`config.mk`:
```
export PLATFORM = sky130hd
export DESIGN_NAME = seven_in_eight_visible_encoder_core_flat
export DESIGN_NICKNAME = d
export VERILOG_FILES = /design/src/sv/sie_pkg.sv /design/src/sv/sie_req_if.sv /design/src/sv/sie_rsp_if.sv /design/src/sv/sie_front.sv /design/src/sv/sie_queue.sv /design/src/sv/sie_back.sv /design/src/sv/seven_in_eight_visible_encoder_core.sv /design/src/flat_wrapper.sv
export SDC_FILE = /design/constraint.sdc
export NUM_CORES = 1
export LEC_CHECK = 0
export BUFFER_PORTS_ARGS = -buffer_cell sky130_fd_sc_hd__buf_2
export CORE_UTILIZATION = 45
export CTS_BUF_LIST = sky130_fd_sc_hd__clkbuf_4
export DETAILED_ROUTE_END_ITERATION = 12
export MAX_ROUTING_LAYER = met4
export REMOVE_ABC_BUFFERS = 1
export SLEW_MARGIN = 20
export SYNTH_ARGS = -nofsm -noshare
export SYNTH_HDL_FRONTEND = slang
export SYNTH_SLANG_ARGS = --single-unit
```
`constraint.sdc`:
```
create_clock -name clock -period 2.5 [get_ports clock]
set_input_delay 0.5 -clock clock [delete_from_list [all_inputs] [get_ports clock]]
set_output_delay 0.5 -clock clock [all_outputs]
set_load 0.01 [all_outputs]
```
`src/sv/sie_pkg.sv`:
```
// Package: shared types, constants and the code byte layout of the encoder.
package sie_pkg;

   // Data bits carried by one code byte.
   localparam int unsigned GroupBits = 7;
   // Most bits that can stay in the accumulator between requests.
   localparam logic [2:0] HeldFull = 3'(GroupBits - 1);
   // Fewest data bits in a flushed byte that still set the marker bit.
   localparam logic [2:0] ForcedMinBits = 3'd3;

   // One queue entry: the one or two code bytes that a single request makes.
   typedef struct packed {
      logic [7:0] code0;
      logic [7:0] code1;
      logic       two;
      logic       last;
   } sie_entry_type;

   // Queue status seen by the front end.
   typedef struct packed {
      logic full;
      logic empty;
   } sie_qstat_type;

   // Place seven data bits around the marker bit at position 5.
   function automatic logic [7:0] spread_group(input logic [6:0] g, input logic forced);
      return {g[6:5], forced, g[4:0]};
   endfunction

endpackage

```
`src/sv/sie_req_if.sv`:
```
// Interface: request channel carrying raw bytes into the encoder.
interface sie_req_if;
   logic       valid;
   logic       ready;
   logic [7:0] data_byte;
   logic       in_last;

   modport source (output valid, output data_byte, output in_last, input ready);
   modport sink (input valid, input data_byte, input in_last, output ready);
endinterface

```
`src/sv/sie_rsp_if.sv`:
```
// Interface: response channel carrying encoded bytes out of the encoder.
interface sie_rsp_if;
   logic       valid;
   logic       ready;
   logic [7:0] code_byte;
   logic       out_last;

   modport source (output valid, output code_byte, output out_last, input ready);
   modport sink (input valid, input code_byte, input out_last, output ready);
endinterface

```
`src/sv/sie_front.sv`:
```
// Front end: accepts requests, repacks bits and builds queue entries.
module sie_front (
   input  logic                   clock,
   input  logic                   reset,
   sie_req_if.sink                req,
   input  sie_pkg::sie_qstat_type qstat,
   output logic                   push,
   output sie_pkg::sie_entry_type push_entry
);

   logic [5:0]  acc_ff, acc_in;
   logic [2:0]  held_ff, held_in;
   logic [13:0] w;
   logic [2:0]  sh;
   logic [7:0]  mask;
   logic [5:0]  rem;
   logic [6:0]  g1, g2;

   assign req.ready = !reset && !qstat.full;
   assign push      = req.valid && req.ready;

   always_comb begin
      w    = (14'(acc_ff) << 8) | 14'(req.data_byte);
      sh   = held_ff + 3'd1;
      mask = ~(8'hFF << sh);
      rem  = 6'(req.data_byte & mask);
      push_entry = '0;
      if (held_ff == sie_pkg::HeldFull) begin
         // two full groups, nothing left over
         g1 = w[13:7];
         g2 = w[6:0];
         push_entry.code0 = sie_pkg::spread_group(g1, 1'b1);
         push_entry.code1 = sie_pkg::spread_group(g2, 1'b1);
         push_entry.two   = 1'b1;
         push_entry.last  = req.in_last;
         held_in = '0;
         acc_in  = '0;
      end else begin
         g1 = 7'(w >> sh);
         // left-align the leftover bits for a flush
         g2 = 7'({1'b0, rem} << (sie_pkg::HeldFull - held_ff));
         push_entry.code0 = sie_pkg::spread_group(g1, 1'b1);
         push_entry.code1 = sie_pkg::spread_group(g2, sh >= sie_pkg::ForcedMinBits);
         push_entry.two   = req.in_last;
         push_entry.last  = req.in_last;
         held_in = req.in_last ? 3'd0 : sh;
         acc_in  = req.in_last ? 6'd0 : rem;
      end
   end

   always_ff @(posedge clock) begin
      if (reset) begin
         acc_ff  <= '0;
         held_ff <= '0;
      end else if (push) begin
         acc_ff  <= acc_in;
         held_ff <= held_in;
      end
   end

endmodule

```
`src/sv/sie_queue.sv`:
```
// Queue: short FIFO of entries between the front end and the back end.
module sie_queue #(
   parameter int unsigned DEPTH = 4
) (
   input  logic                   clock,
   input  logic                   reset,
   input  logic                   push,
   input  sie_pkg::sie_entry_type push_entry,
   input  logic                   pop,
   output sie_pkg::sie_entry_type head,
   output sie_pkg::sie_qstat_type qstat
);

   localparam int unsigned PtrW = (DEPTH > 1) ? $clog2(DEPTH) : 1;
   localparam int unsigned CntW = $clog2(DEPTH + 1);
   localparam logic [PtrW-1:0] PtrLast = PtrW'(DEPTH - 1);
   localparam logic [CntW-1:0] CntFull = CntW'(DEPTH);

   sie_pkg::sie_entry_type mem_ff [DEPTH];
   logic [PtrW-1:0] wr_ptr_ff, wr_ptr_in;
   logic [PtrW-1:0] rd_ptr_ff, rd_ptr_in;
   logic [CntW-1:0] count_ff, count_in;

   assign head        = mem_ff[rd_ptr_ff];
   assign qstat.full  = (count_ff == CntFull);
   assign qstat.empty = (count_ff == '0);

   always_comb begin
      wr_ptr_in = wr_ptr_ff;
      rd_ptr_in = rd_ptr_ff;
      count_in  = count_ff;
      if (push) begin
         wr_ptr_in = (wr_ptr_ff == PtrLast) ? '0 : wr_ptr_ff + PtrW'(1);
      end
      if (pop) begin
         rd_ptr_in = (rd_ptr_ff == PtrLast) ? '0 : rd_ptr_ff + PtrW'(1);
      end
      if (push && !pop) begin
         count_in = count_ff + CntW'(1);
      end else if (pop && !push) begin
         count_in = count_ff - CntW'(1);
      end
   end

   always_ff @(posedge clock) begin
      if (push) begin
         mem_ff[wr_ptr_ff] <= push_entry;
      end
   end

   always_ff @(posedge clock) begin
      if (reset) begin
         wr_ptr_ff <= '0;
         rd_ptr_ff <= '0;
         count_ff  <= '0;
      end else begin
         wr_ptr_ff <= wr_ptr_in;
         rd_ptr_ff <= rd_ptr_in;
         count_ff  <= count_in;
      end
   end

endmodule

```
`src/sv/sie_back.sv`:
```
// Back end: drains queue entries one code byte per cycle, while the consumer is ready, into the output register.
module sie_back (
   input  logic                   clock,
   input  logic                   reset,
   input  sie_pkg::sie_entry_type head,
   input  sie_pkg::sie_qstat_type qstat,
   output logic                   pop,
   sie_rsp_if.source              rsp
);

   logic       rsp_valid_ff, rsp_valid_in;
   logic [7:0] code_ff, code_in;
   logic       last_ff, last_in;
   logic       sec_valid_ff, sec_valid_in;
   logic [7:0] sec_code_ff, sec_code_in;
   logic       sec_last_ff, sec_last_in;
   logic       take;

   assign rsp.valid     = rsp_valid_ff;
   assign rsp.code_byte = code_ff;
   assign rsp.out_last  = last_ff;

   always_comb begin
      take         = !rsp_valid_ff || rsp.ready;
      pop          = 1'b0;
      rsp_valid_in = rsp_valid_ff;
      code_in      = code_ff;
      last_in      = last_ff;
      sec_valid_in = sec_valid_ff;
      sec_code_in  = sec_code_ff;
      sec_last_in  = sec_last_ff;
      if (take) begin
         if (sec_valid_ff) begin
            // second byte of the current entry goes next
            rsp_valid_in = 1'b1;
            code_in      = sec_code_ff;
            last_in      = sec_last_ff;
            sec_valid_in = 1'b0;
         end else if (!qstat.empty) begin
            pop          = 1'b1;
            rsp_valid_in = 1'b1;
            code_in      = head.code0;
            last_in      = head.last && !head.two;
            sec_valid_in = head.two;
            sec_code_in  = head.code1;
            sec_last_in  = head.last;
         end else begin
            rsp_valid_in = 1'b0;
         end
      end
   end

   always_ff @(posedge clock) begin
      if (reset) begin
         rsp_valid_ff <= 1'b0;
         sec_valid_ff <= 1'b0;
      end else begin
         rsp_valid_ff <= rsp_valid_in;
         sec_valid_ff <= sec_valid_in;
      end
      code_ff     <= code_in;
      last_ff     <= last_in;
      sec_code_ff <= sec_code_in;
      sec_last_ff <= sec_last_in;
   end

endmodule

```
`src/sv/seven_in_eight_visible_encoder_core.sv`:
```
// Top level: seven-in-eight visible encoder, front end, entry queue and back end.
//
// Usage:
//   req_chan carries raw bytes (data_byte) with in_last marking the final byte of a
//   message. rsp_chan carries code bytes: seven data bits each, MSB first, at bit
//   positions 7, 6 and 4..0, with bit 5 set. On the last request a leftover partial
//   group is flushed, zero padded, with bit 5 set only if it holds three or more data
//   bits; out_last marks the final code byte of the message.
//   Both channels use valid/ready; a request moves on an edge with both high.
//
// Data path and throughput:
//   The first code byte of a request passes through a queue entry and then the output
//   register. The response port delivers one code byte per cycle while the consumer
//   is ready; a request makes two code bytes on every seventh request, and on a last
//   request with bits left over, and one otherwise. The output port sets the rate.
//   Requests keep flowing while the queue (QUEUE_DEPTH entries) has room.
//
// Reset and stall:
//   Reset clears the bit accumulator, empties the queue and drops rsp valid; ready is
//   low while reset is high. A stalled response holds its byte; the queue fills and
//   then req ready falls until the consumer takes data again.
module seven_in_eight_visible_encoder_core #(
   parameter int unsigned QUEUE_DEPTH = 4
) (
   input  logic      clock,
   input  logic      reset,
   sie_req_if.sink   req_chan,
   sie_rsp_if.source rsp_chan
);

   sie_pkg::sie_entry_type push_entry;
   sie_pkg::sie_entry_type head;
   sie_pkg::sie_qstat_type qstat;
   logic                   push;
   logic                   pop;

   // Accept requests and repack them into one or two code bytes.
   sie_front u_front (
      .clock      (clock),
      .reset      (reset),
      .req        (req_chan),
      .qstat      (qstat),
      .push       (push),
      .push_entry (push_entry)
   );

   // Decouple the two sides so each can stall on its own.
   sie_queue #(
      .DEPTH (QUEUE_DEPTH)
   ) u_queue (
      .clock      (clock),
      .reset      (reset),
      .push       (push),
      .push_entry (push_entry),
      .pop        (pop),
      .head       (head),
      .qstat      (qstat)
   );

   // Drain entries a byte at a time into the response register.
   sie_back u_back (
      .clock (clock),
      .reset (reset),
      .head  (head),
      .qstat (qstat),
      .pop   (pop),
      .rsp   (rsp_chan)
   );

endmodule

```
`src/flat_wrapper.sv`:
```
// flat-port wrapper written by rule: the top's interface ports become plain ports
module seven_in_eight_visible_encoder_core_flat 
#(
   parameter int unsigned QUEUE_DEPTH = 4
)
  (clock, reset, req_chan_valid, req_chan_data_byte, req_chan_in_last, req_chan_ready, rsp_chan_valid, rsp_chan_code_byte, rsp_chan_out_last, rsp_chan_ready);
  sie_req_if req_chan_i ();
  sie_rsp_if rsp_chan_i ();
  input  logic clock;
  input  logic reset;
  input wire logic [$bits(req_chan_i.valid)-1:0] req_chan_valid;
  input wire logic [$bits(req_chan_i.data_byte)-1:0] req_chan_data_byte;
  input wire logic [$bits(req_chan_i.in_last)-1:0] req_chan_in_last;
  output wire logic [$bits(req_chan_i.ready)-1:0] req_chan_ready;
  output wire logic [$bits(rsp_chan_i.valid)-1:0] rsp_chan_valid;
  output wire logic [$bits(rsp_chan_i.code_byte)-1:0] rsp_chan_code_byte;
  output wire logic [$bits(rsp_chan_i.out_last)-1:0] rsp_chan_out_last;
  input wire logic [$bits(rsp_chan_i.ready)-1:0] rsp_chan_ready;
  assign req_chan_i.valid = req_chan_valid;
  assign req_chan_i.data_byte = req_chan_data_byte;
  assign req_chan_i.in_last = req_chan_in_last;
  assign req_chan_ready = req_chan_i.ready;
  assign rsp_chan_valid = rsp_chan_i.valid;
  assign rsp_chan_code_byte = rsp_chan_i.code_byte;
  assign rsp_chan_out_last = rsp_chan_i.out_last;
  assign rsp_chan_i.ready = rsp_chan_ready;
  seven_in_eight_visible_encoder_core #(.QUEUE_DEPTH(QUEUE_DEPTH)) u_core (.clock(clock), .reset(reset), .req_chan(req_chan_i), .rsp_chan(rsp_chan_i));
endmodule
```
# ---- After elaboration in Yosys (flattened, before gate mapping)
# Memory sizes are Yosys's and may differ from the RTL's. A register that Yosys moved wholly into a read port is not among the register bits.
# Cells that the tools add are included.
# Widths: inputs -> output; s select.
dict set report op_classes {
  n_shift 3
  addsub 6
  magnitude_cmp 1
  bitwise_logic 5
  eq_ne 5
  n_mux 23
  reduce_logical 16
}
# operator count
set ops {}
lappend ops {{$mux 18} 1}
lappend ops {{$mux 8} 2}
lappend ops {{$or 14x8->14} 1}
lappend ops {{$shr 14x3->7} 1}
lappend ops {{$mux 3} 4}
lappend ops {{$mux 6} 2}
lappend ops {{$mux 1} 10}
lappend ops {{$mux 2} 4}
lappend ops {{$shl 8x3->6 const A} 1}
lappend ops {{$shl 6x3->7} 1}
lappend ops {{$add 3x1->3 const B} 2}
lappend ops {{$and 6x6->6} 1}
lappend ops {{$eq 3x3->1 const B} 2}
lappend ops {{$logic_not 1->1} 6}
lappend ops {{$not 6->6} 1}
lappend ops {{$logic_and 1x1->1} 5}
lappend ops {{$add 2x1->2 const B} 2}
lappend ops {{$eq 2x2->1 const B} 2}
lappend ops {{$ge 3x2->1 const B} 1}
lappend ops {{$logic_not 3->1} 1}
lappend ops {{$reduce_and 3->1} 1}
lappend ops {{$sub 3x1->3 const B} 1}
lappend ops {{$sub 3x3->3 const A} 1}
lappend ops {{$ne 2x1->1 const B} 1}
lappend ops {{4 further kinds} 5}
dict set report word_totals {
  out_inout_bits 11
  n_memories 1
  input_bits 13
  regBits 36
  mem_bits_rw 72
}
# name depth width rd rd_clocked_by_memory_dff write_ports line
set mem_list {}
lappend mem_list {u_core.u_queue.mem_ff 4 18 1 1 1 sie_queue.sv:19} ;# sie_pkg::sie_entry_type mem_ff [DEPTH];

# ---- Depth between registers and ports, before layout
# Gate-level depths: netlist of the first run.
dict set report depth {
  depth_word 8
  depth_mapped 11
  mapped_depth_nobuf 9
}

# ---- Cells and area by module
# From an unflattened synthesis of the first run, not the netlist that was laid out.
dict set report hier_totals {
  cells_unflattened 350
  hier_area_um2 5126.2
}
# module n_inst area_per_inst_um2 cells_each
set by_module_without_submodules {}
lappend by_module_without_submodules {sie_queue 1 3079.2 138}
lappend by_module_without_submodules {sie_front 1 1263.7 172}
lappend by_module_without_submodules {sie_back 1 783.3 40}

# ---- Worst setup path before layout of the first run
# No wires, ideal clock.
dict set report synth_timing {
  path_type {input-to-reg}
  startpoint {input rsp_chan_ready}
  endpoint {register u_core.u_queue.count_ff[2]}
  cell_stages 9
  t_required_ps 2429
  setup_slack_ps -158
  arrival_time_ps 2587
  path_buffers 0
  setup_ps 71
  path_cell_list {nor2b_1 nor3_1 inv_1 ha_1 inv_1 fa_1 xor2_1 or3_1 a21oi_1}
}
dict set report synth_between {
  elab_chain_cells 5
}
# element line
set synth_lines {}
lappend synth_lines {{from (decl)} flat_wrapper.sv:18} ;# input wire logic [$bits(rsp_chan_i.ready)-1:0] rsp_chan_ready;
lappend synth_lines {{$logic_or 1x1->1 (*)} sie_back.sv:24} ;# take = !rsp_valid_ff || rsp.ready;
lappend synth_lines {{$mux 1 (*)} sie_back.sv:32} ;# if (take) begin
lappend synth_lines {{via u_core.pop} seven_in_eight_visible_encoder_core.sv:35} ;# logic pop;
lappend synth_lines {{$logic_not 1->1} sie_queue.sv:38} ;# if (push && !pop) begin
lappend synth_lines {{$logic_and 1x1->1} sie_queue.sv:38}
lappend synth_lines {{$mux 3 / $reduce_bool 2->1 (equally long branches)} n/a}
lappend synth_lines {{to (signal assigned)} sie_queue.sv:59} ;# count_ff <= count_in;
lappend synth_lines {{to (decl)} sie_queue.sv:22} ;# logic [CntW-1:0] count_ff, count_in;
# Mark *: on every way through the listed nets, which the timed path passes. The rest lies on a longest branch.
# A chain may end at the register's enable or synchronous reset.

==> qor.yml, run 1 <==
max_freq_ghz: 0.435
cts_num_sinks: 106
synth_cell_types: 51
clock_latency_ps: 440
crit_end: "u_core.u_queue.mem_ff[2][16]"
final.fill_count: 893
ir_worst_vdd_mv: 0.372
gr-total-overflow: 0
critPathRequiredTime_ps: 2690
max-cap-violations: 0
fin_skew_ps: 22.6
end_kind: "flip-flop"
port_buffers: 23
status: "complete, no violations"
cp_slowest_cell: "ha_2"
drive_above_1_share: 0.277
numCtsBuffers: 9
path_buf_inv: 2
die_w_um: 106
r2r_start: "u_core.u_front.held_ff[0]"
startpoint: "u_core.u_front.held_ff[0]"
drv_slew: 0
clk_pin_slew_worst_paths_ps: 170
routed_wl_mm: 10.1
rr_worst_depth: 6
path_depth: 6
async_flop_share: 0
synth_area_um2: 4860
hp-class: "input pin to flip-flop"
hpwlAfterDp_mm: 7.01
synthCells: 323
htree_levels: 3
root_buffer: "clkbuf_4"
power_mw: 4.47
setup_tns_ps: 0
num_rows: 37
slowest_delay_ps: 470
first_iter_violations: 155
start_util: 0.466
ys_ff_latch: 106
first_pass_iters: 4
fp.coreArea_um2: 10400
leakage_nw: 1.94
startpoint_type: "flip-flop"
wl_per_cell_um: 20.2
die_area_um2: 11200
synth_ff_type: "edfxtp_1"
grt_pass1_vias: 2899
grt_pass1_wl_mm: 16.3
r2r_end: "u_core.u_queue.mem_ff[2][16]"
antenna_found_initial: 0
rsz0062_at_grt: "false"
final_hold_viol_count: 0
ctsLongestPathBuffers: 2
finalCritPeriodShare: 0.919
arrival_ps: 2490
grt_max_degree: 19
nNetsFinal: 384
tightest_slew_ps: 943
synth_edf_count: 86
ant_nets: 0
path_cells: "inv_1 -> ha_2 -> buf_4 -> mux2i_1 -> mux4_2 -> o22ai_1"
crit_type: "flip-flop to flip-flop"
finalCriticalPeriod_ps: 2300
avgSynthCellArea_um2: 15.0
io_pins: 24
groute.usage.overall: 0.200
synth_top_area_share: 0.532
place.gp.congestion: 0.913
synthTopCellsByArea: "edfxtp_1 53%, mux4_2 11%, dfxtp_1 8.2%, mux2i_1 3.1%, ha_1 2.6%"
via_count: 2905
postCtsSetupBuffers: 0
synth_top_area_cell: "edfxtp_1"
path_delay_family: "multiplexers"
r2r_setup_slack_ps: 200
ys_warn_count: 0
cts_tree: "done"
slew_headroom: 0.369
post_drt_via_cell_ratio: 5.80
p_per_area_nw_per_um2: 839
area_delta_synth_final_pct: 9.79
cts_hold_buf: 0
ys_seq_area_frac: 0.614
die_y_um: 106
critPathMaxFanout: 11
setup_viol: 0
antenna_cells: 0
drc_errors: 0
==> layout make-up <==
class,count,area [µm²],share of cell area
multi-input cells,188,1740,0.326
well taps,136,170,0.0319
inverters,11,41.3,0.00774
flip-flops and latches,106,2980,0.559
clock buffers,10,75.1,0.0141
repair buffers,44,273,0.0512
clock inverters,6,50.0,0.00939
==> metal layers <==
| metal | wire (µm) | track usage | vias up |
|---|---|---|---|
| met5 | 0 | - | - |
| met4 | 267 | 0.0694 | 0 |
| met3 | 426 | 0.0377 | 23 |
| met2 | 4750 | 0.309 | 90 |
| met1 | 4670 | 0.267 | 1467 |
| li1 | - | - | 1325 |
==> worst reg2reg max path, stage by stage (launching register included) <==
cell and delay, ps:
dfxtp_1 390, inv_1 70, ha_2 470, buf_4 190, mux2i_1 120, mux4_2 470
o22ai_1 360
==> placed cells by master, fill, tap and decap left out, types with 2 or more instances in the layout <==
cell type  count
and3_1         3
a22o_1         5
buf_4         21
nand2_1       21
nor2b_1        5
nor2_1        20
nand3_1        4
dfxtp_1       20
o211ai_1       5
inv_1         11
a21o_1         2
buf_2         23
ha_1           9
inv_6          2
a21oi_1        6
a221oi_1       2
o21ai_0        7
o2bb2ai_1      4
a31oi_1        8
or3_1          2
nand2b_1       3
o22ai_1        2
mux2i_1       15
mux2_2        11
mux4_2        23
nor3b_1        2
edfxtp_1      86
and2_1         5
clkbuf_4      10
xor2_1         2
==> through the flow <==
stage / instance area [µm²] / setup slack (ps) / util / hold slack (ps) / std cells
finish: 5330 / 202 / 0.512 / 301 / 501
global placement: 5200 / 213 / 0.499 / 486 / 485
global route: 5330 / 2.41 / 0.512 / 259 / 501
CTS: 5320 / 100 / 0.511 / 256 / 501
floorplan: 4750 / -650 / - / 460 / 305
detailed placement: 5200 / 156 / 0.499 / 501 / 485
==> sequential cells by signal, summed over array words and instances, names as in the netlist, named ones only <==
register / count
u_core.u_queue.rd_ptr_ff: 2
u_core.u_back.sec_code_ff: 8
u_core.u_queue.wr_ptr_ff: 2
u_core.u_back.sec_valid_ff: 1
u_core.u_queue.count_ff: 3
u_core.u_queue.mem_ff: 68
u_core.u_front.acc_ff: 6
u_core.u_back.rsp.out_last: 1
u_core.u_front.held_ff: 3
u_core.u_back.rsp.code_byte: 8
u_core.u_back.sec_last_ff: 1
u_core.u_back.rsp.valid: 1
==> timing repair <==
item,in CTS,in global routing
setup endpoints to repair,0,16
hold endpoints to repair,0,0
resized for setup,0,2
==> where the power goes <==
| part | switching (mW) | internal, mW | total (mW) | leakage (nW) |
|---|---|---|---|---|
| Combinational | 0.654 | 0.567 | 1.22 | 0.904 |
| Sequential | 0.131 | 2.31 | 2.44 | 0.967 |
| Clock | 0.580 | 0.231 | 0.811 | 0.0693 |
| Total | 1.36 | 3.11 | 4.47 | 1.94 |
==> cell families (layout without fill, tap and decap cells) <==
| kind of cell | after synthesis | after routing | share of synthesized area |
|---|---|---|---|
| flops | 106 | 106 | 0.614 |
| xor+xnor | 4 | 4 | 0.0111 |
| fa+ha+maj | 11 | 11 | 0.0299 |
| buf+inv | 29 | 71 | 0.0307 |
| mux | 49 | 49 | 0.163 |
| compound gates | 50 | 50 | 0.0737 |
| simple gates | 74 | 74 | 0.0773 |
==> synth_stat cells (3+ instances only) <==
cell / instances
o211ai_1: 5
ha_1: 10
inv_1: 11
nand2_1: 21
mux4_2: 23
nor2_1: 20
nand2b_1: 3
clkbuf_1: 5
a21oi_1: 6
and2_1: 5
a31oi_1: 8
o2bb2ai_1: 4
edfxtp_1: 86
buf_4: 5
and3_1: 3
mux2_2: 11
nand3_1: 4
dfxtp_1: 20
nor2b_1: 5
a22o_1: 5
buf_2: 5
o21ai_0: 7
mux2i_1: 15
==> worst min-delay path by stage <==
stage / to / slack (ps) / depth (start not counted) / start
after floorplan: u_core.u_front.acc_ff[5] / 460 / 1 / u_core.u_front.acc_ff[5]
after global placement: u_core.u_back.rsp.code_byte[5] / 490 / 1 / u_core.u_back.sec_code_ff[5]
after detailed placement: u_core.u_back.rsp.code_byte[5] / 500 / 1 / u_core.u_back.sec_code_ff[5]
after CTS: u_core.u_queue.mem_ff[1][0] / 260 / 1 / req_chan_in_last
after global routing: u_core.u_queue.mem_ff[1][0] / 260 / 1 / req_chan_in_last
final: u_core.u_queue.mem_ff[1][0] / 300 / 1 / req_chan_in_last
(Power assumes the default switching activity.)
==> inputs of run 2 (changes only) <==
- CELL_PAD_IN_SITES_DETAIL_PLACEMENT: default -> 0
- CELL_PAD_IN_SITES_GLOBAL_PLACEMENT: default -> 2
- CORE_UTILIZATION: 45 -> 42
- PLACE_DENSITY_LB_ADDON: default -> 0.1
==> run 2 against run 1 <==
Net effect:
- largest power group unchanged
- sequential power is essentially flat
- non-clock buffer count shrank 1
- clock skew grew 2.7 ps
- critical path type unchanged
- design area is essentially flat
- count of clock-buffer cells in the layout is the same
- total power grew 0.43%
==> qor.yml, run 2 (synthesis results as in run 1) <==
status: "complete, no violations"
crit_type: "flip-flop to flip-flop"
finalCritPeriodShare: 0.875
drive_above_1_share: 0.269
grt_max_degree: 21
min_from: "req_chan_in_last"
ant_nets: 0
ir_worst_vdd_mv: 0.405
num_rows: 38
critPathMaxFanout: 6
via_count: 2819
start_util: 0.440
groute.usage.overall: 0.190
min_path_cells: 1
end_kind: "flip-flop"
r2r_start: "u_core.u_front.held_ff[0]"
tightest_slew_ps: 858
p_per_area_nw_per_um2: 842
final_cells: 504
slew_headroom: 0.426
hpwlAfterDp_mm: 7.00
arrival_ps: 2400
max-cap-violations: 0
mostFrequentLayoutCell: "edfxtp_1"
gr-total-overflow: 0
place.gp.congestion: 0.807
first_iter_violations: 167
layout_common_cells: "86 x edfxtp_1, 23 x mux4_2, 23 x buf_2"
drc_errors: 0
ctsLongestPathBuffers: 2
final_core_util: 0.484
die_w_um: 110
port_buffers: 23
fp.coreArea_um2: 11000
routed_wl_mm: 10.0
cts_num_sinks: 106
final_area_um2: 5340
rsz0062_at_grt: "false"
met3_usage: 0.0397
cts_hold_buf: 0
drv_slew: 0
critPathRequiredTime_ps: 2710
r2r_end: "u_core.u_queue.mem_ff[1][16]"
die_area_um2: 12000
die_y_um: 110
met2_usage: 0.306
setup_tns_ps: 0
fin_skew_ps: 25.3
dp.cells: 488
largest_register_ffs: 68
first_pass_iters: 5
hold_end: "u_core.u_queue.mem_ff[2][0]"
gr-usage-met1: 0.251
power_mw: 4.49
clk_pin_slew_worst_paths_ps: 160
nNetsFinal: 383
leakage_nw: 1.94
wl_per_cell_um: 19.8
r2r_setup_slack_ps: 310
cts-resized-gates: 0
rr_worst_depth: 6
hp-class: "input pin to flip-flop"
htree_levels: 3
area_delta_synth_final_pct: 9.87
startpoint_type: "flip-flop"
grt_pass1_vias: 2797
antenna_found_initial: 0
antenna_cells: 0
io_pins: 24
setup_viol: 0
postCtsSetupBuffers: 0
finalCriticalPeriod_ps: 2190
root_buffer: "clkbuf_4"
regMostFlops: "u_core.u_queue.mem_ff"
post_drt_via_cell_ratio: 5.59
clock_latency_ps: 450
max_freq_ghz: 0.457
numCtsBuffers: 9
dpl-instance-area_um2: 5210
final_hold_viol_count: 0
gr-max-usage-layer: "met2"
grt_pass1_wl_mm: 16.0
cts_tree: "done"
-- run 2: worst max-delay path: stages (launching register included) --
cell	delay (ps)
dfxtp_1	390
inv_1	60
ha_1	340
buf_4	190
mux2i_1	140
mux4_2	480
o22ai_1	360
-- run 2: area by class of cell --
cell class	instances	area, µm²
Clock inverter	6	53.8
Fill cell	1011	5700
Multi-Input combinational cell	188	1730
Tap cell	140	175
Sequential cell	106	2980
Clock buffer	10	75.1
Inverter	11	41.3
Timing Repair Buffer	43	278
-- run 2: worst max path at each step --
| stage | startpoint | to | slack, ps | depth (start not counted) |
|---|---|---|---|---|
| after CTS | u_core.u_front.held_ff[0] | u_core.u_queue.mem_ff[1][16] | 310 | 6 |
| after global routing | u_core.u_queue.count_ff[0] | u_core.u_queue.count_ff[2] | 170 | 8 |
| after detailed placement | rsp_chan_ready | u_core.u_queue.count_ff[2] | 310 | 10 |
| final | u_core.u_front.held_ff[0] | u_core.u_queue.mem_ff[1][16] | 310 | 6 |
| after global placement | rsp_chan_ready | u_core.u_queue.count_ff[2] | 350 | 10 |
| after floorplan | u_core.u_front.held_ff[0] | u_core.u_queue.mem_ff[0][9] | -650 | 6 |
-- run 2: where the power goes --
group          internal (mW)  switching [mW]
Clock                  0.238           0.582
Combinational          0.568           0.658
Sequential              2.31           0.137
-- run 2: through the flow --
stage	hold slack [ps]	worst slack, ps
after floorplan	460	-650
after global placement	501	349
after detailed placement	521	308
after CTS	256	314
after global routing	244	166
final	278	312
-- run 2: metal layers --
layer	vias to the layer above	wire length [µm]	share of wire
met2	51	4910	0.49
met5	-	0	0
met1	1431	4730	0.47
met3	9	284	0.028
li1	1328	-	-
met4	0	87	0.0087
